<file path="config.mk">
export PLATFORM = sky130hd
export DESIGN_NAME = relay_channel_time_thermo_controller
export DESIGN_NICKNAME = d
export VERILOG_FILES = /design/src/rct_pkg.sv /design/src/relay_channel_time_thermo_controller.sv /design/src/rct_scmp.sv /design/src/rct_mod.sv
export SDC_FILE = /design/constraint.sdc
export NUM_CORES = 1
export LEC_CHECK = 0
export BUFFER_PORTS_ARGS = -buffer_cell sky130_fd_sc_hd__buf_2
export CORE_ASPECT_RATIO = 2
export CORE_MARGIN = 2
export CORE_UTILIZATION = 60
export DETAILED_ROUTE_END_ITERATION = 8
export PLACE_DENSITY = 0.92
export SLEW_MARGIN = 20
export SYNTH_ARGS = -nofsm -noshare
export SYNTH_HDL_FRONTEND = slang
export SYNTH_HIERARCHICAL = 1
export SYNTH_SLANG_ARGS = --single-unit
</file>
<file path="constraint.sdc">
create_clock -name clk -period 10.55 [get_ports clk]
set_clock_uncertainty 0.15 [all_clocks]
set_input_delay 1.5825 -clock clk [delete_from_list [all_inputs] [get_ports clk]]
set_output_delay 1.5825 -clock clk [all_outputs]
set_load 0.02 [all_outputs]
</file>
<file path="src/rct_pkg.sv">
`timescale 1ns / 1ps

package rct_pkg;

	// Field widths
	localparam int TIME_W   = 17;
	localparam int TEMP_W   = 10;
	localparam int PERIOD_W = TIME_W + 1;
	localparam int CNT_W    = $clog2(TIME_W);
	localparam int PADDR_W  = 5;
	localparam int PDATA_W  = 32;

	// Sensor fault reading, -127 C in quarter degrees
	localparam logic signed [TEMP_W-1:0] FAULT_CODE = -10'sd508;

	// Register map, word index
	typedef enum logic [2:0] {
		REG_MODE   = 3'd0,
		REG_SENSOR = 3'd1,
		REG_LOW    = 3'd2,
		REG_HIGH   = 3'd3,
		REG_START  = 3'd4,
		REG_STOP   = 3'd5,
		REG_ON     = 3'd6,
		REG_OFF    = 3'd7
	} reg_idx_t;

	// Channel modes
	localparam logic [2:0] MODE_OFF    = 3'd0;
	localparam logic [2:0] MODE_WINDOW = 3'd1;
	localparam logic [2:0] MODE_HEAT   = 3'd2;
	localparam logic [2:0] MODE_COOL   = 3'd3;
	localparam logic [2:0] MODE_CYCLE  = 3'd4;

	// Sequencer states
	typedef enum logic [1:0] {
		ST_IDLE,
		ST_RUN,
		ST_DONE
	} st_t;

	// Serial comparator result
	typedef struct packed {
		logic lt;
		logic gt;
	} cmp_t;

endpackage

</file>
<file path="src/relay_channel_time_thermo_controller.sv">
`timescale 1ns / 1ps

// Relay channel controller: one relay driven by a daily time window, a heater
// or cooler thermostat with hysteresis, or a periodic on/off cycle.
// Input channel (in_valid/in_ready): one tick request carrying time_of_day
// and temperature. Output channel (out_valid/out_ready): drive and
// drive_written for that tick, one result per request.
// APB port: eight word registers at 4*index, to be written only while the block is
// idle; the block itself does not enforce this rule on the writer.
// In the run state the comparators and the remainder unit advance one bit a cycle
// over the 17-bit time field; then the decision state registers the result.
// A new request is taken only once the previous result is registered; in_ready
// returns together with out_valid.
// The output register lets a new request in while a result still waits; if the
// receiver stalls, the next decision holds in its last cycle until the output
// register frees up.
// Reset clears the configuration, state and relay level (off); no result is pending.
module relay_channel_time_thermo_controller
	import rct_pkg::*;
(
	input  logic                     clk,
	input  logic                     arst_n,
	// tick requests
	input  logic                     in_valid,
	output logic                     in_ready,
	input  logic [TIME_W-1:0]        time_of_day,
	input  logic signed [TEMP_W-1:0] temperature,
	// results
	output logic                     out_valid,
	input  logic                     out_ready,
	output logic                     drive,
	output logic                     drive_written,
	// register port
	input  logic                     psel,
	input  logic                     penable,
	input  logic                     pwrite,
	input  logic [PADDR_W-1:0]       paddr,
	input  logic [PDATA_W-1:0]       pwdata,
	output logic [PDATA_W-1:0]       prdata,
	output logic                     pready
);

	// Configuration registers
	logic [2:0]               mode_q;
	logic                     sensor_q;
	logic [TEMP_W-1:0]        low_q;
	logic [TEMP_W-1:0]        high_q;
	logic [TIME_W-1:0]        start_q;
	logic [TIME_W-1:0]        stop_q;
	logic [TIME_W-1:0]        on_q;
	logic [TIME_W-1:0]        off_q;
	reg_idx_t                 widx;
	logic                     wr_en;

	assign pready = 1'b1;
	assign widx   = reg_idx_t'(paddr[PADDR_W-1:2]);
	assign wr_en  = psel & penable & pwrite & pready;

	always_ff @(posedge clk or negedge arst_n) begin
		if (!arst_n) begin
			mode_q   <= '0;
			sensor_q <= 1'b0;
			low_q    <= '0;
			high_q   <= '0;
			start_q  <= '0;
			stop_q   <= '0;
			on_q     <= '0;
			off_q    <= '0;
		end else if (wr_en) begin
			unique case (widx)
				REG_MODE:   mode_q   <= pwdata[2:0];
				REG_SENSOR: sensor_q <= pwdata[0];
				REG_LOW:    low_q    <= pwdata[TEMP_W-1:0];
				REG_HIGH:   high_q   <= pwdata[TEMP_W-1:0];
				REG_START:  start_q  <= pwdata[TIME_W-1:0];
				REG_STOP:   stop_q   <= pwdata[TIME_W-1:0];
				REG_ON:     on_q     <= pwdata[TIME_W-1:0];
				REG_OFF:    off_q    <= pwdata[TIME_W-1:0];
				default:    ;
			endcase
		end
	end

	// Read back
	always_comb begin
		prdata = '0;
		unique case (widx)
			REG_MODE:   prdata[2:0]        = mode_q;
			REG_SENSOR: prdata[0]          = sensor_q;
			REG_LOW:    prdata[TEMP_W-1:0] = low_q;
			REG_HIGH:   prdata[TEMP_W-1:0] = high_q;
			REG_START:  prdata[TIME_W-1:0] = start_q;
			REG_STOP:   prdata[TIME_W-1:0] = stop_q;
			REG_ON:     prdata[TIME_W-1:0] = on_q;
			REG_OFF:    prdata[TIME_W-1:0] = off_q;
			default:    prdata             = '0;
		endcase
	end

	// Sequencer
	st_t              st_q;
	st_t              st_d;
	logic [CNT_W-1:0] cnt_q;
	logic             take;
	logic             run_en;
	logic             last_bit;
	logic             commit;

	assign take     = in_valid & in_ready;
	assign last_bit = (cnt_q == CNT_W'(TIME_W - 1));

	always_comb begin
		st_d = st_q;
		unique case (st_q)
			ST_IDLE: if (in_valid) st_d = ST_RUN;
			ST_RUN:  if (last_bit) st_d = ST_DONE;
			ST_DONE: if (!out_valid || out_ready) st_d = ST_IDLE;
			default: st_d = ST_IDLE;
		endcase
	end

	always_comb begin
		in_ready = 1'b0;
		run_en   = 1'b0;
		commit   = 1'b0;
		unique case (st_q)
			ST_IDLE: in_ready = 1'b1;
			ST_RUN:  run_en   = 1'b1;
			ST_DONE: commit   = ~out_valid | out_ready;
			default: ;
		endcase
	end

	always_ff @(posedge clk or negedge arst_n) begin
		if (!arst_n) begin
			st_q  <= ST_IDLE;
			cnt_q <= '0;
		end else begin
			st_q <= st_d;
			if (take) begin
				cnt_q <= '0;
			end else if (run_en) begin
				cnt_q <= cnt_q + 1'b1;
			end
		end
	end

	// Operand shift registers, LSB out first; temperatures sign-extended
	logic [TIME_W-1:0] t_sh_q;
	logic [TIME_W-1:0] start_sh_q;
	logic [TIME_W-1:0] stop_sh_q;
	logic [TIME_W-1:0] temp_sh_q;
	logic [TIME_W-1:0] low_sh_q;
	logic [TIME_W-1:0] high_sh_q;
	logic              fault_q;

	always_ff @(posedge clk) begin
		if (take) begin
			t_sh_q     <= time_of_day;
			start_sh_q <= start_q;
			stop_sh_q  <= stop_q;
			temp_sh_q  <= TIME_W'(temperature);
			low_sh_q   <= TIME_W'(signed'(low_q));
			high_sh_q  <= TIME_W'(signed'(high_q));
			fault_q    <= (temperature == FAULT_CODE);
		end else if (run_en) begin
			t_sh_q     <= t_sh_q >> 1;
			start_sh_q <= start_sh_q >> 1;
			stop_sh_q  <= stop_sh_q >> 1;
			temp_sh_q  <= temp_sh_q >> 1;
			low_sh_q   <= low_sh_q >> 1;
			high_sh_q  <= high_sh_q >> 1;
		end
	end

	// Serial comparators; on the temperature pairs, sign bits flipped on the last bit for signed order
	cmp_t c_ss;
	cmp_t c_st;
	cmp_t c_tp;
	cmp_t c_lo;
	cmp_t c_hi;
	logic sgn;

	assign sgn = last_bit;

	rct_scmp u_cmp_ss (
		.clk(clk), .arst_n(arst_n), .clr(take), .en(run_en),
		.a(start_sh_q[0]), .b(stop_sh_q[0]), .res(c_ss)
	);

	rct_scmp u_cmp_st (
		.clk(clk), .arst_n(arst_n), .clr(take), .en(run_en),
		.a(start_sh_q[0]), .b(t_sh_q[0]), .res(c_st)
	);

	rct_scmp u_cmp_tp (
		.clk(clk), .arst_n(arst_n), .clr(take), .en(run_en),
		.a(t_sh_q[0]), .b(stop_sh_q[0]), .res(c_tp)
	);

	rct_scmp u_cmp_lo (
		.clk(clk), .arst_n(arst_n), .clr(take), .en(run_en),
		.a(temp_sh_q[0] ^ sgn), .b(low_sh_q[0] ^ sgn), .res(c_lo)
	);

	rct_scmp u_cmp_hi (
		.clk(clk), .arst_n(arst_n), .clr(take), .en(run_en),
		.a(temp_sh_q[0] ^ sgn), .b(high_sh_q[0] ^ sgn), .res(c_hi)
	);

	// Periodic phase: time mod (on + off)
	logic [PERIOD_W-1:0] rem;
	logic [PERIOD_W-1:0] period;

	assign period = {1'b0, on_q} + {1'b0, off_q};

	rct_mod u_mod (
		.clk(clk),
		.load(take),
		.step(run_en),
		.dividend(time_of_day),
		.divisor(period),
		.rem(rem)
	);

	// Rule decision
	logic drive_q;
	logic written_q;
	logic out_valid_q;
	logic lvl;
	logic wr;
	logic heat;

	always_comb begin
		lvl  = drive_q;
		wr   = 1'b0;
		heat = (mode_q == MODE_HEAT);
		unique case (mode_q)
			MODE_WINDOW: begin
				if (start_q != '0 && stop_q != '0) begin
					wr = 1'b1;
					if (c_ss.lt) begin
						lvl = c_st.lt & c_tp.lt;
					end else if (c_ss.gt) begin
						lvl = ~(c_tp.gt & c_st.gt);
					end else begin
						lvl = 1'b0;
					end
				end
			end
			MODE_HEAT, MODE_COOL: begin
				if (sensor_q) begin
					priority if (fault_q) begin
						lvl = 1'b0;
						wr  = 1'b1;
					end else if (c_lo.lt) begin
						lvl = heat;
						wr  = 1'b1;
					end else if (c_hi.gt) begin
						lvl = ~heat;
						wr  = 1'b1;
					end else begin
						wr  = 1'b0;
					end
				end
			end
			MODE_CYCLE: begin
				if (on_q != '0 && off_q != '0) begin
					wr  = 1'b1;
					lvl = ~(rem > {1'b0, on_q});
				end
			end
			default: ;
		endcase
	end

	// Relay level and output register
	always_ff @(posedge clk or negedge arst_n) begin
		if (!arst_n) begin
			drive_q     <= 1'b0;
			out_valid_q <= 1'b0;
		end else if (commit) begin
			drive_q     <= lvl;
			out_valid_q <= 1'b1;
		end else if (out_ready) begin
			out_valid_q <= 1'b0;
		end
	end

	always_ff @(posedge clk) begin
		if (commit) begin
			written_q <= wr;
		end
	end

	assign out_valid     = out_valid_q;
	assign drive         = drive_q;
	assign drive_written = written_q;

endmodule

</file>
<file path="src/rct_scmp.sv">
`timescale 1ns / 1ps

// Bit-serial magnitude comparator, LSB first: a later (more significant)
// bit overrides whatever the lower bits decided.
module rct_scmp
	import rct_pkg::*;
(
	input  logic clk,
	input  logic arst_n,
	input  logic clr,
	input  logic en,
	input  logic a,
	input  logic b,
	output cmp_t res
);

	logic lt_q;
	logic gt_q;

	always_ff @(posedge clk or negedge arst_n) begin
		if (!arst_n) begin
			lt_q <= 1'b0;
			gt_q <= 1'b0;
		end else if (clr) begin
			lt_q <= 1'b0;
			gt_q <= 1'b0;
		end else if (en) begin
			lt_q <= (~a & b) | (~(a ^ b) & lt_q);
			gt_q <= (a & ~b) | (~(a ^ b) & gt_q);
		end
	end

	assign res.lt = lt_q;
	assign res.gt = gt_q;

endmodule

</file>
<file path="src/rct_mod.sv">
`timescale 1ns / 1ps

// Restoring remainder unit: one dividend bit per step, MSB first.
module rct_mod
	import rct_pkg::*;
(
	input  logic                clk,
	input  logic                load,
	input  logic                step,
	input  logic [TIME_W-1:0]   dividend,
	input  logic [PERIOD_W-1:0] divisor,
	output logic [PERIOD_W-1:0] rem
);

	logic [TIME_W-1:0]   dv_q;
	logic [PERIOD_W-1:0] rem_q;
	logic [PERIOD_W:0]   trial;
	logic [PERIOD_W:0]   diff;

	// shift in next bit, subtract when it fits
	always_comb begin
		trial = {rem_q, dv_q[TIME_W-1]};
		diff  = trial - {1'b0, divisor};
	end

	always_ff @(posedge clk) begin
		if (load) begin
			dv_q  <= dividend;
			rem_q <= '0;
		end else if (step) begin
			dv_q <= {dv_q[TIME_W-2:0], 1'b0};
			if (trial >= {1'b0, divisor}) begin
				rem_q <= diff[PERIOD_W-1:0];
			end else begin
				rem_q <= trial[PERIOD_W-1:0];
			end
		end
	end

	assign rem = rem_q;

endmodule

</file>
* Word-level counts from Yosys, hierarchy flattened
Index checks and enable logic that the tools add are counted.
** Storage, ports and cells
- Register bits :: 248
- Input bits :: 71
** Operators by class
- Add/subtract/negate cells :: 3
- Magnitude comparators :: 2
- Equal/unequal tests :: 22
- Multiplexer cells :: 62
- Bitwise logic cells :: 52
- Reductions and logical operators :: 24
** Operator list (count)
- $mux W17 :: 14
- $reduce_bool A17 Y1 :: 4
- $pmux W7 S6 :: 1
- $mux W1 :: 35
- $pmux W7 S4 :: 1
- $and A1 B1 Y1 :: 21
- $ge A19 B18 Y1 :: 1
- $add A17 B17 Y18 :: 1
- $gt A18 B17 Y1 :: 1
- $mux W18 :: 1
- $sub A18 B18 Y18 :: 1
- $reduce_and A2 Y1 :: 8
- $eq A3 B3 Y1 const B :: 5
- $not A1 Y1 :: 14
- $pmux W2 S7 :: 1
- $eq A3 B2 Y1 const B :: 4
- $ne A2 B2 Y1 const B :: 6
- $eq A10 B10 Y1 const B :: 1
- $mux W5 :: 2
- $or A1 B1 Y1 :: 9
- $pmux W1 S8 :: 1
- $xor A1 B1 Y1 :: 8
- $eq A3 B1 Y1 const B :: 2
- $mux W2 :: 3
- 17 further kinds :: 20

* Longest topological paths before layout
Gate-level depths: netlist of the first run.
- Depth after elaboration :: 8
- Depth in mapped cells :: 19
- Mapped depth without buffers :: 17

* Modules after synthesis
The synthesis of the first run kept the hierarchy.
** Modules (own cells, without submodules)
- relay_channel_time_thermo_controller :: instances 1, cells each 964, area each 10496.3 um^2, sequential area each 5650.4 um^2
- rct_mod :: instances 1, cells each 268, area each 2511.2 um^2, sequential area each 870.8 um^2
- rct_scmp :: instances 5, cells each 15, area each 143.9 um^2, sequential area each 50.0 um^2

* Worst setup path before layout of the first run
Ideal clock, no wire load.
- Path kind :: in2reg
- Start :: in in_valid
- End :: reg cnt_q[2]
- Setup time :: 0.128 ns
- Arrival :: 4.578 ns
- Setup slack :: 5.694 ns
- Stages on the path :: 6
- Path buffers :: 1
- Path through :: nand2_1 > clkbuf_1 > nand2_1 > o21ai_0 > nand2_1 > o21ai_0
** Between the ends
- Word-level cells in the longest chain between the ends :: 2
- Elaborated cells on any way between the ends :: 3
- Those cells by class :: mux: 1; bitwise: 1; reduce/logical: 1
** RTL lines
- start, declared :: RTL line relay_channel_time_thermo_controller.sv:24 : input logic in_valid,
- $and A1 B1 Y1 * :: RTL line relay_channel_time_thermo_controller.sv:109 : assign take = in_valid & in_ready;
- $mux W5 or $reduce_bool A2 Y1 (tied branches)
- end signal, assigned :: RTL line relay_channel_time_thermo_controller.sv:143 : cnt_q <= cnt_q + 1'b1;
- end, declared :: RTL line relay_channel_time_thermo_controller.sv:103 : logic [CNT_W-1:0] cnt_q;
Mark *: on every way between the ends. The rest lies on a longest branch, timed or not.
A chain may end at the register's enable or synchronous reset.

* Worst setup path after layout of the first run
- Start :: in paddr[2]
- End :: out prdata[0]
** Between the ends
- Word-level cells in the longest chain between the ends :: 2
- Elaborated cells on any way between the ends :: 9
- Those cells by class :: eq/ne: 7; mux: 1; reduce/logical: 1
** RTL lines
- start, declared :: RTL line relay_channel_time_thermo_controller.sv:37 : input logic [PADDR_W-1:0] paddr,
- $eq A3 B3 Y1 (tied with other cells) :: RTL line relay_channel_time_thermo_controller.sv:87 : unique case (widx)
- $pmux W1 S8 * :: RTL line relay_channel_time_thermo_controller.sv:87
- end, declared :: RTL line relay_channel_time_thermo_controller.sv:39 : output logic [PDATA_W-1:0] prdata,
Marks and branches as above.

==> results.md, run 1 <==
* Peak VDD IR at 0.3814 mV
* Vias at 10396
* Starting Density at 60.62%
* Min Tclk post-route at 5.507 ns
* Non-filler cells, final at 1638
* Hold Vio Cnt, Final at 0
* Inserted Clock Buffers at 23
* CTS root buf: clkbuf_16
* Worst-path cell chain: buf_2 > inv_1 > nor2_1 > a22o_1 > a2bb2oi_1 > nor2_1 > a2bb2oi_1 > buf_2
* Mapped cell area at 13610 sq um
* Vias per inst at 6.347
* Die H at 217.0 um
* Setup Fix Bufs, Post-CTS at 0
* CTS resizes at 0
* Total GRT Usage at 27.87%
* FP Rows at 78
* CTS tree: yes
* Largest net degree at the start of global routing at 103
* Switching Share at 39.72%
* Routed WL per cell at 20.53 um
* Fin nets at 1477
* Buffers and inverters on the worst path at 3
* Port Buffers at 74
* Routed wl met3 at 2543 um
* Power density cells at 319.9 nW/um^2
* Max-cap violations at 0
* Crit start category: input port
* Crit. End Element: output pin
* Met1 WL at 12570 um
* Detailed Place HPWL at 23100 um
* Tightest Pin Transition at 1.066 ns
* Iteration-0 DRC Markers at 1238
* Setup-failing EPs final at 0
* Clock share of power at 16.5%
* Vias in the first global route at 10466
* Slowest CP cell: buf_2
* Remaining global-route overflow at 0
* Critical path type: in2out
* Pint at 2.838 mW
* Fin crit share at 52.20%
* Max Used Layer: met4
* Hold/Removal Path Class: reg2reg
* Setup_tns at 0 ns
* Layout cells sized above 1 at 17.89%
* Average cell area after synthesis at 10.51 sq um
* Pre-antenna DRT Iters at 5
* Worst Path Required at 8.82 ns
* Yosys warns at 6
* Fillers at 1558
* Routed Antenna Nets at 0
* Max Transition Viols Final at 0
* Floorplan core area at 22450 sq um
* Combinational Power Share at 45.6%
* Peak fanout along the critical path at 34
* Area grow syn2layout at 8.166%
* Metal2 WL at 16730 um
* Clk buf depth at 3
* Worst skew pair latency at 0.51 ns
* # IOs at 108
* Global-route wire length before repair at 54520 um
* Sink Count at 248
* Antenna Cells at 0
* H-tree depth at 1
* Final Wtd Congestion at 0.9402
* Clock-pin slew of the registers on the worst-case setup and hold paths at 0.06 ns
* Die Wd at 110.5 um
* Synth Instances at 1295
* Slew headroom at 28.95%
* FMAX at 181.6 MHz
* Die Footprint at 23970 sq um
* RSZ-0062 raised after global routing: no
* CP top delay family: buffers and inverters
* DR DRC count at 0
* WP data arrival at 3.77 ns
* Seq pwr share at 37.9%
* DRT Wirelength at 33630 um
* Placed Cells at 1596
* Initial antenna violation count at 0
* Status: complete, no violations
* Sw power at 1.870 mW
* Post-CTS Hold Buffers at 0
* Pleak at 6.845 nW
* CP max stage delay at 0.67 ns
==> flip-flops by register name (all words and copies together) (netlist names), 5 cells and up <==
name and cells:
u_mod/dv_q 17, start_sh_q 17, high_q 10, low_sh_q 17, stop_sh_q 17, t_sh_q 17, start_q 17, stop_q 17
high_sh_q 17, temp_sh_q 17, off_q 17, cnt_q 5, low_q 10, on_q 17, u_mod/rem 18
==> final timing paths <==
path,slack [ns],end,start,cells after the start
max,5.04,prdata[0],paddr[2],8
min,0.35,cnt_q[4]$_DFFE_PN0P_,cnt_q[4]$_DFFE_PN0P_,1
max reg2reg,5.77,u_mod/rem[1]$_SDFFE_PP0P_,on_q[0]$_DFFE_PN0P_,16
min reg2reg,0.35,cnt_q[4]$_DFFE_PN0P_,cnt_q[4]$_DFFE_PN0P_,1
max in group asynchronous,8.08,cnt_q[1]$_DFFE_PN0P_,arst_n,2
min in group asynchronous,0.97,start_q[15]$_DFFE_PN0P_,arst_n,1
==> final cells by class <==
| class | count | area [sq um] | area share [%] |
|---|---|---|---|
| timing repair buffer | 81 | 425.4 | 2.890 |
| tap | 280 | 350.3 | 2.380 |
| clock inverter | 6 | 28.78 | 0.1955 |
| sequential | 248 | 6721 | 45.67 |
| multi-input combinational | 927 | 6311 | 42.88 |
| inverter | 60 | 226.5 | 1.539 |
| clock buffer | 36 | 654.4 | 4.446 |
==> layer usage <==
| layer | GRT usage [%] | up-vias |
|---|---|---|
| li1 | - | 4647 |
| met1 | 34.08 | 5032 |
| met2 | 48.51 | 584 |
| met3 | 4.372 | 133 |
| met4 | 12.83 | 0 |
| met5 | 0 | - |
==> metrics by stage <==
step,worst slack [ns],hold slack (ns),power [mW],utilization [%],cell area (sq um)
after floorplan,5.694,0.2995,3.396,-,13660
after global placement,5.254,0.3182,3.725,62.53,14030
after detailed placement,5.168,0.3408,3.877,62.53,14030
after CTS,5.165,0.3473,4.669,65.57,14720
after global routing,4.912,0.3624,5.006,65.57,14720
final,5.043,0.3492,4.709,65.57,14720
==> cell usage in the layout, fill, tap and decap left out, types with 8 or more instances in the layout <==
master       n
dfrtp_1    109
conb_1      16
edfxtp_1   121
nand2b_1    22
o21ai_0     58
clkbuf_1    10
a211oi_1    11
nor2_1      50
mux2i_1     26
and3_1      12
mux2_2      96
dfxtp_1     18
inv_1       59
buf_2       73
a21oi_1     35
xor2_1      11
nand4_1     12
mux4_2      11
a31oi_1      8
nand2_1    289
xnor2_1     17
clkbuf_16   23
and2_1       9
nand3_1     12
a21o_1      33
ha_1        63
nor4_1      16
buf_4        8
nor3_1       8
==> worst reg2reg max path: stages, from the launching register on <==
cell and delay (ns):
dfrtp_1 0.47, ha_1 0.27, fa_1 0.41, a21o_1 0.19, nand4_1 0.14, a21oi_2 0.11
o41ai_4 0.37, xnor2_1 0.16, inv_1 0.06, ha_1 0.38, nand2_2 0.11, or3_4 0.40
nor3_2 0.24, a211oi_1 0.13, a21bo_2 0.60, mux2_2 0.40, o21ai_0 0.12
==> power groups by stage <==
stage                     combinational [mW]  sequential [mW]  clock [mW]
after floorplan                         1.69             1.71           0
after global placement                  1.96             1.76           0
after detailed placement                2.09             1.79           0
after CTS                               2.11             1.78       0.781
after global routing                    2.36             1.82       0.822
final                                   2.15             1.78       0.777
Power figures use the tool's default switching activity.
==> run 2, diff against run 1 <==
==> constraint.sdc (replaced) <==
create_clock -name clk -period 5.1 [get_ports clk]
set_clock_uncertainty 0.15 [all_clocks]
set_input_delay 0.765 -clock clk [delete_from_list [all_inputs] [get_ports clk]]
set_output_delay 0.765 -clock clk [all_outputs]
set_load 0.02 [all_outputs]
==> run 2 against run 1 <==
Setup slack got worse by 4.8 ns. Total power rose by 110%. Clock power up 130%. Utilization rose by 0.48 points. Global-route usage barely moved. Die area stayed put. Non-clock buffer count up 3. Register-to-register slack got worse by 5.5 ns. Wire length increased by 0.44%. Combinational power is 110% higher. Sequential power increased by 110%. Critical path type is now reg2reg. Highest routed layer unchanged.
==> results.md, run 2 (synthesis results as in run 1) <==
* CTS tree: yes (unchanged)
* Die Footprint at 23970 sq um (unchanged)
* Multi-input gate area at 6311 sq um (unchanged)
* RSZ-0062 raised after global routing: no (unchanged)
* Floorplan core area at 22450 sq um (unchanged)
* Pre-antenna DRT Iters at 6 (was 5)
* Reg area at 6721 sq um (unchanged)
* Pleak at 6.906 nW (was 6.845 nW)
* H-tree depth at 1 (unchanged)
* Port Buffers at 74 (unchanged)
* Clk buf depth at 3 (unchanged)
* Clock-pin slew of the registers on the worst-case setup and hold paths at 0.07 ns (was 0.06 ns)
* CP Capture Point: u_mod/rem[5]$_SDFFE_PP0P_ (was prdata[0])
* R2r endpoint: u_mod/rem[5]$_SDFFE_PP0P_ (was u_mod/rem[1]$_SDFFE_PP0P_)
* # IOs at 108 (unchanged)
* CTS resizes at 0 (unchanged)
* Fin crit share at 94.60%
* WP data arrival at 5.09 ns (was 3.77 ns)
* Crit start category: register (was input port)
* Peak VDD IR at 0.6391 mV (was 0.3814 mV)
* Worst Path Required at 5.36 ns (was 8.82 ns)
* Power density cells at 669.2 nW/um^2 (was 319.9 nW/um^2)
* Setup-failing EPs final at 0 (unchanged)
* Antenna Cells at 0 (unchanged)
* FF-to-FF setup slack at 0.28 ns (was 5.77 ns)
* Final Wtd Congestion at 0.9323 (was 0.9402)
* Worst r2r path cells at 15 (was 16)
* Largest net degree at the start of global routing at 83 (was 103)
* Max Transition Viols Final at 0 (unchanged)
* Area grow syn2layout at 8.965% (was 8.166%)
* Remaining global-route overflow at 0 (unchanged)
* Most frequent cells in the layout: 289 x nand2_1, 121 x edfxtp_1, 109 x dfrtp_1 (unchanged)
* Inserted Clock Buffers at 23 (unchanged)
* Hold/Removal Path Class: in2async (was reg2reg)
* Critical R2R Launch: on_q[6]$_DFFE_PN0P_ (was on_q[0]$_DFFE_PN0P_)
* FMAX at 207.3 MHz
* Vias at 10303 (was 10396)
* Fin nets at 1480 (was 1477)
* Min Tclk post-route at 4.825 ns
* Layout cells sized above 1 at 18.82% (was 17.89%)
* Critical path type: reg2reg (was in2out)
* Status: complete, no violations (unchanged)
* Tightest Pin Transition at 1.087 ns (was 1.066 ns)
* Place WS at 0.4040 ns (was 5.168 ns)
* Vias in the first global route at 10510 (was 10466)
* Post-CTS Hold Buffers at 0 (unchanged)
* Slew headroom at 27.54% (was 28.95%)
* Final worst slack at 0.2755 ns (was 5.043 ns)
* Number of flip-flops in the largest register at 18 (unchanged)
* Sink Count at 248 (unchanged)
* Total GRT Usage at 27.86% (was 27.87%)
* Fillers at 1560 (was 1558)
* Setup_tns at 0 ns (unchanged)
* DRT Wirelength at 33770 um (was 33630 um)
* Die Wd at 110.5 um (unchanged)
* CTS root buf: clkbuf_16 (unchanged)
* Starting Density at 60.62% (unchanged)
* FP Rows at 78 (unchanged)
* Hold Vio Cnt, Final at 0 (unchanged)
* Hold Slack at 0.2013 ns (was 0.3492 ns)
* Most common cell after layout, fill and taps aside: nand2_1 (unchanged)
* Critical path launch point: on_q[6]$_DFFE_PN0P_ (was paddr[2])
* Setup Fix Bufs, Post-CTS at 0 (unchanged)
* Peak fanout along the critical path at 19 (was 34)
* Routed WL per cell at 20.59 um (was 20.53 um)
* Initial antenna violation count at 0 (unchanged)
* DR DRC count at 0 (unchanged)
* Routed Antenna Nets at 0 (unchanged)
* Power, Total at 9.923 mW (was 4.709 mW)
* Crit. End Element: register (was output pin)
* Iteration-0 DRC Markers at 1330 (was 1238)
* Max-cap violations at 0 (unchanged)
* Worst skew pair latency at 0.52 ns (was 0.51 ns)
* Die H at 217.0 um (unchanged)
* Global-route wire length before repair at 54290 um (was 54520 um)
* Vias per inst at 6.282 (was 6.347)
* Detailed Place HPWL at 23440 um (was 23100 um)
==> run 2: cell count changes in the layout (fill, tap and decap cells not counted) <==
cell,change
inv_4,+2
buf_4,+3
bufinv_16,+3
clkinv_8,+1
clkbuf_1,-8
clkinv_2,+3
clkinv_4,+1
clkinvlp_2,+1
clkinv_1,-3
clkinvlp_4,+1
clkbuf_8,-2
==> run 2: area by class of cell <==
cell class | count | area share [%]
multi-input combinational | 927 | 42.57
tap | 280 | 2.363
timing repair buffer | 84 | 3.021
sequential | 248 | 45.33
clock buffer | 26 | 4.025
inverter | 60 | 1.527
clock inverter | 15 | 1.165
==> run 2: worst max-delay path: stages (launching register included) <==
cell and delay (ns):
dfrtp_1 0.45, ha_1 0.38, a2111oi_0 0.57, o21a_2 0.30, nor3b_2 0.07, o41ai_2 0.24
xnor2_1 0.18, inv_1 0.07, ha_1 0.37, nand2_2 0.10, or3_4 0.39, nor3_2 0.21
a211oi_1 0.11, a21bo_2 0.60, mux2i_1 0.20, a211oi_1 0.31
==> run 2: where the power goes <==
part	leakage, nW	switching, mW	internal [mW]
logic	3.71	2.64	1.82
registers	2.82	0.519	3.17
clock network	0.377	0.759	1.01
total	6.91	3.92	6.00
==> run 2: worst min-delay path by stage <==
stage	startpoint	endpoint	slack, ns	depth (start not counted)
CTS	arst_n	stop_q[10]$_DFFE_PN0P_	0.22	1
detailed placement	low_q[0]$_DFFE_PN0P_	low_q[0]$_DFFE_PN0P_	0.34	1
global placement	cnt_q[4]$_DFFE_PN0P_	cnt_q[4]$_DFFE_PN0P_	0.32	1
finish	arst_n	off_q[13]$_DFFE_PN0P_	0.20	1
global route	arst_n	stop_q[11]$_DFFE_PN0P_	0.26	1
floorplan	cnt_q[4]$_DFFE_PN0P_	cnt_q[4]$_DFFE_PN0P_	0.30	1
==> run 2: layer usage <==
metal	GRT usage (%)	share of wire, %	up-vias	wire (um)
met5	0	0	-	0
met4	12.96	5.4	0	1830
met3	4.233	7.3	153	2449
met2	48.40	50	555	16920
met1	34.18	37	4938	12570
li1	-	-	4657	-
==> run 2: through the flow <==
stage / instance area, sq um / cells / util [%]
floorplan: 13660 / 1309 / -
global placement: 14060 / 1599 / 62.63
detailed placement: 14060 / 1599 / 62.63
CTS: 14830 / 1640 / 66.05
global route: 14830 / 1640 / 66.05
finish: 14830 / 1640 / 66.05
==> run 3, diff against run 2 <==
==> constraint.sdc (replaced) <==
create_clock -name clk -period 4.8 [get_ports clk]
set_clock_uncertainty 0.15 [all_clocks]
set_input_delay 0.72 -clock clk [delete_from_list [all_inputs] [get_ports clk]]
set_output_delay 0.72 -clock clk [all_outputs]
set_load 0.02 [all_outputs]
==> run 3 against run 2 <==
Setup slack got worse by 0.097 ns. Non-clock buffer count increased by 1. Clock power increased by 5%. Fmax increased by 4.4%. Total power increased by 6.7%. Sequential share of layout area about the same. Critical path type unchanged.
==> results.md, run 3 (synthesis results as in run 1) <==
* Worst Path Required at 5.08 ns (was 5.36 ns)
* Largest net degree at the start of global routing at 84 (was 83)
* FF-to-FF setup slack at 0.18 ns (was 0.28 ns)
* Area grow syn2layout at 9.048% (was 8.965%)
* Final worst slack at 0.1780 ns (was 0.2755 ns)
* Final Wtd Congestion at 0.9158 (was 0.9323)
* Fin crit share at 96.29% (was 94.60%)
* Routed WL per cell at 20.78 um (was 20.59 um)
* Clock share of power at 17.4% (was 17.8%)
* Switching Share at 39.58% (was 39.49%)
* CP max stage delay at 0.48 ns (was 0.60 ns)
* Slew headroom at 22.86% (was 27.54%)
* Total GRT Usage at 28.05% (was 27.86%)
* CP top delay family: compound AO/OA/AOI/OAI gates (unchanged)
* Power density cells at 713.2 nW/um^2 (was 669.2 nW/um^2)
* Floorplan core area at 22450 sq um (unchanged)
* DRT Wirelength at 34100 um (was 33770 um)
* Buffers and inverters on the worst path at 2 (was 1)
* Slowest CP cell: dfrtp_1 (was a21bo_2)
* Hold/Removal Path Class: in2async (unchanged)
* Pre-antenna DRT Iters at 5 (was 6)
* Starting Density at 60.62% (unchanged)
* Worst skew pair latency at 0.52 ns (about the same)
* Clock-pin slew of the registers on the worst-case setup and hold paths at 0.07 ns (about the same)
* Combinational Power Share at 45.5% (was 45.0%)
* # IOs at 108 (unchanged)
* Vias in the first global route at 10654 (was 10510)
* FP Rows at 78 (unchanged)
* Die Footprint at 23970 sq um (unchanged)
* Critical path type: reg2reg (unchanged)
* RSZ-0062 raised after global routing: no (unchanged)
* Fin nets at 1481 (was 1480)
* Initial antenna violation count at 0 (unchanged)
* Vias at 10334 (was 10303)
* Max Transition Viols Final at 0 (unchanged)
* Most common cell after layout, fill and taps aside: nand2_1 (unchanged)
* Remaining global-route overflow at 0 (unchanged)
* Sw power at 4.189 mW (was 3.918 mW)
* Place WS at 0.2207 ns (was 0.4040 ns)
* Crit. End Element: register (unchanged)
* Setup-failing EPs final at 0 (unchanged)
* Layout cells sized above 1 at 18.74% (was 18.82%)
* Clk buf depth at 3 (unchanged)
* Vias per inst at 6.297 (was 6.282)
* Worst r2r path cells at 17 (was 15)
* Tightest Pin Transition at 1.141 ns (was 1.087 ns)
* Pleak at 6.906 nW (about the same)
* Pint at 6.394 mW (was 6.004 mW)
* H-tree depth at 1 (unchanged)
* R2r endpoint: u_mod/rem[7]$_SDFFE_PP0P_ (was u_mod/rem[5]$_SDFFE_PP0P_)
* Max-cap violations at 0 (unchanged)
* FMAX at 216.4 MHz (was 207.3 MHz)
* Sink Count at 248 (unchanged)
* Global-route wire length before repair at 54860 um (was 54290 um)
* Min Tclk post-route at 4.622 ns (was 4.825 ns)
* Peak VDD IR at 0.7436 mV (was 0.6391 mV)
* WP data arrival at 4.90 ns (was 5.09 ns)
* Status: complete, no violations (unchanged)
* Die H at 217.0 um (unchanged)
* Iteration-0 DRC Markers at 1241 (was 1330)
* Antenna Cells at 0 (unchanged)
* Critical R2R Launch: on_q[0]$_DFFE_PN0P_ (was on_q[6]$_DFFE_PN0P_)
* Worst-path cell chain: ha_1 > fa_1 > a21o_1 > nand4_1 > a21oi_2 > o41ai_4 > o21ai_1 > xor2_1 > inv_1 > ha_1 > a21o_1 > a211o_1 > a211oi_2 > a21bo_4 > buf_12 > mux2i_1 > a211oi_1 (was ha_1 > a2111oi_0 > o21a_2 > nor3b_2 > o41ai_2 > xnor2_1 > inv_1 > ha_1 > nand2_2 > or3_4 > nor3_2 > a211oi_1 > a21bo_2 > mux2i_1 > a211oi_1)
* Seq pwr share at 37.1% (was 37.2%)
* Hold Vio Cnt, Final at 0 (unchanged)
* Die Wd at 110.5 um (unchanged)
* Setup_tns at 0 ns (unchanged)
* Routed Antenna Nets at 0 (unchanged)
* Crit start category: register (unchanged)
* Number of flip-flops in the largest register at 18 (unchanged)
* Most frequent cells in the layout: 289 x nand2_1, 121 x edfxtp_1, 109 x dfrtp_1 (unchanged)
* DR DRC count at 0 (unchanged)
* Peak fanout along the critical path at 13 (was 19)
* Detailed Place HPWL at 23410 um (was 23440 um)
* Port Buffers at 74 (unchanged)
* CTS tree: yes (unchanged)
* CTS root buf: clkbuf_16 (unchanged)
* Inserted Clock Buffers at 23 (unchanged)
[run 3: stage by stage]
step                util, %  std cells  cell area, sq um  hold slack (ns)  total power, mW
floorplan                 -       1309             13660           0.2744            7.463
CTS                   66.03       1641             14820           0.2303            10.47
global placement      62.71       1600             14080           0.3190            8.269
finish                66.10       1641             14840           0.1991            10.58
detailed placement    62.71       1600             14080           0.3368            8.587
global route          66.10       1641             14840           0.2755            11.24
[run 3: worst max path at each step]
| stage | cells after the start | slack (ns) | endpoint | from |
|---|---|---|---|---|
| finish | 17 | 0.18 | u_mod/rem[7]$_SDFFE_PP0P_ | on_q[0]$_DFFE_PN0P_ |
| global route | 18 | 0.004 | u_mod/rem[7]$_SDFFE_PP0P_ | on_q[0]$_DFFE_PN0P_ |
| floorplan | 7 | 0.60 | cnt_q[2]$_DFFE_PN0P_ | st_q[1]$_DFFE_PN0P_ |
| detailed placement | 17 | 0.22 | u_mod/rem[7]$_SDFFE_PP0P_ | on_q[0]$_DFFE_PN0P_ |
| global placement | 17 | 0.41 | u_mod/rem[12]$_SDFFE_PP0P_ | on_q[0]$_DFFE_PN0P_ |
| CTS | 17 | 0.15 | u_mod/rem[7]$_SDFFE_PP0P_ | on_q[0]$_DFFE_PN0P_ |
[run 3: power by group through the flow]
stage | Sequential (mW) | Combinational (mW) | Clock (mW)
final | 3.93 | 4.81 | 1.84
after floorplan | 3.75 | 3.71 | 0
after global routing | 4.00 | 5.31 | 1.93
after CTS | 3.91 | 4.71 | 1.85
after global placement | 3.88 | 4.39 | 0
after detailed placement | 3.93 | 4.65 | 0
[run 3: per-layer routing]
layer  routed length [um]  global-route usage, %  up-vias
li1                     -                      -     4656
met1                12640                  34.34     4933
met2                16980                  48.47      608
met3                 2578                  3.759      137
met4                 1910                  14.50        0
met5                    0                      0        -
[run 3: layout make-up]
cell class                 instances  area, sq um
timing repair buffer              85        467.9
clock inverter                     6        62.56
inverter                          60        226.5
fill                            1587         7609
sequential                       248         6721
clock buffer                      35        681.9
tap                              280        350.3
multi-input combinational        927         6327
[run 3: worst reg2reg max path: stages (launching register included)]
cell and delay, ns:
dfrtp_1 0.48, ha_1 0.28, fa_1 0.44, a21o_1 0.20
nand4_1 0.16, a21oi_2 0.12, o41ai_4 0.37, o21ai_1 0.13
xor2_1 0.15, inv_1 0.09, ha_1 0.37, a21o_1 0.22
a211o_1 0.31, a211oi_2 0.18, a21bo_4 0.31, buf_12 0.17
mux2i_1 0.14, a211oi_1 0.27
[run 3: repair_timing]
item / CTS / global route
buffers inserted: 0 / 0
gates resized for setup: 0 / 3
endpoints found under the hold margin: 0 / 0
setup endpoints to repair: 0 / 11
hold buffers: 0 / 0
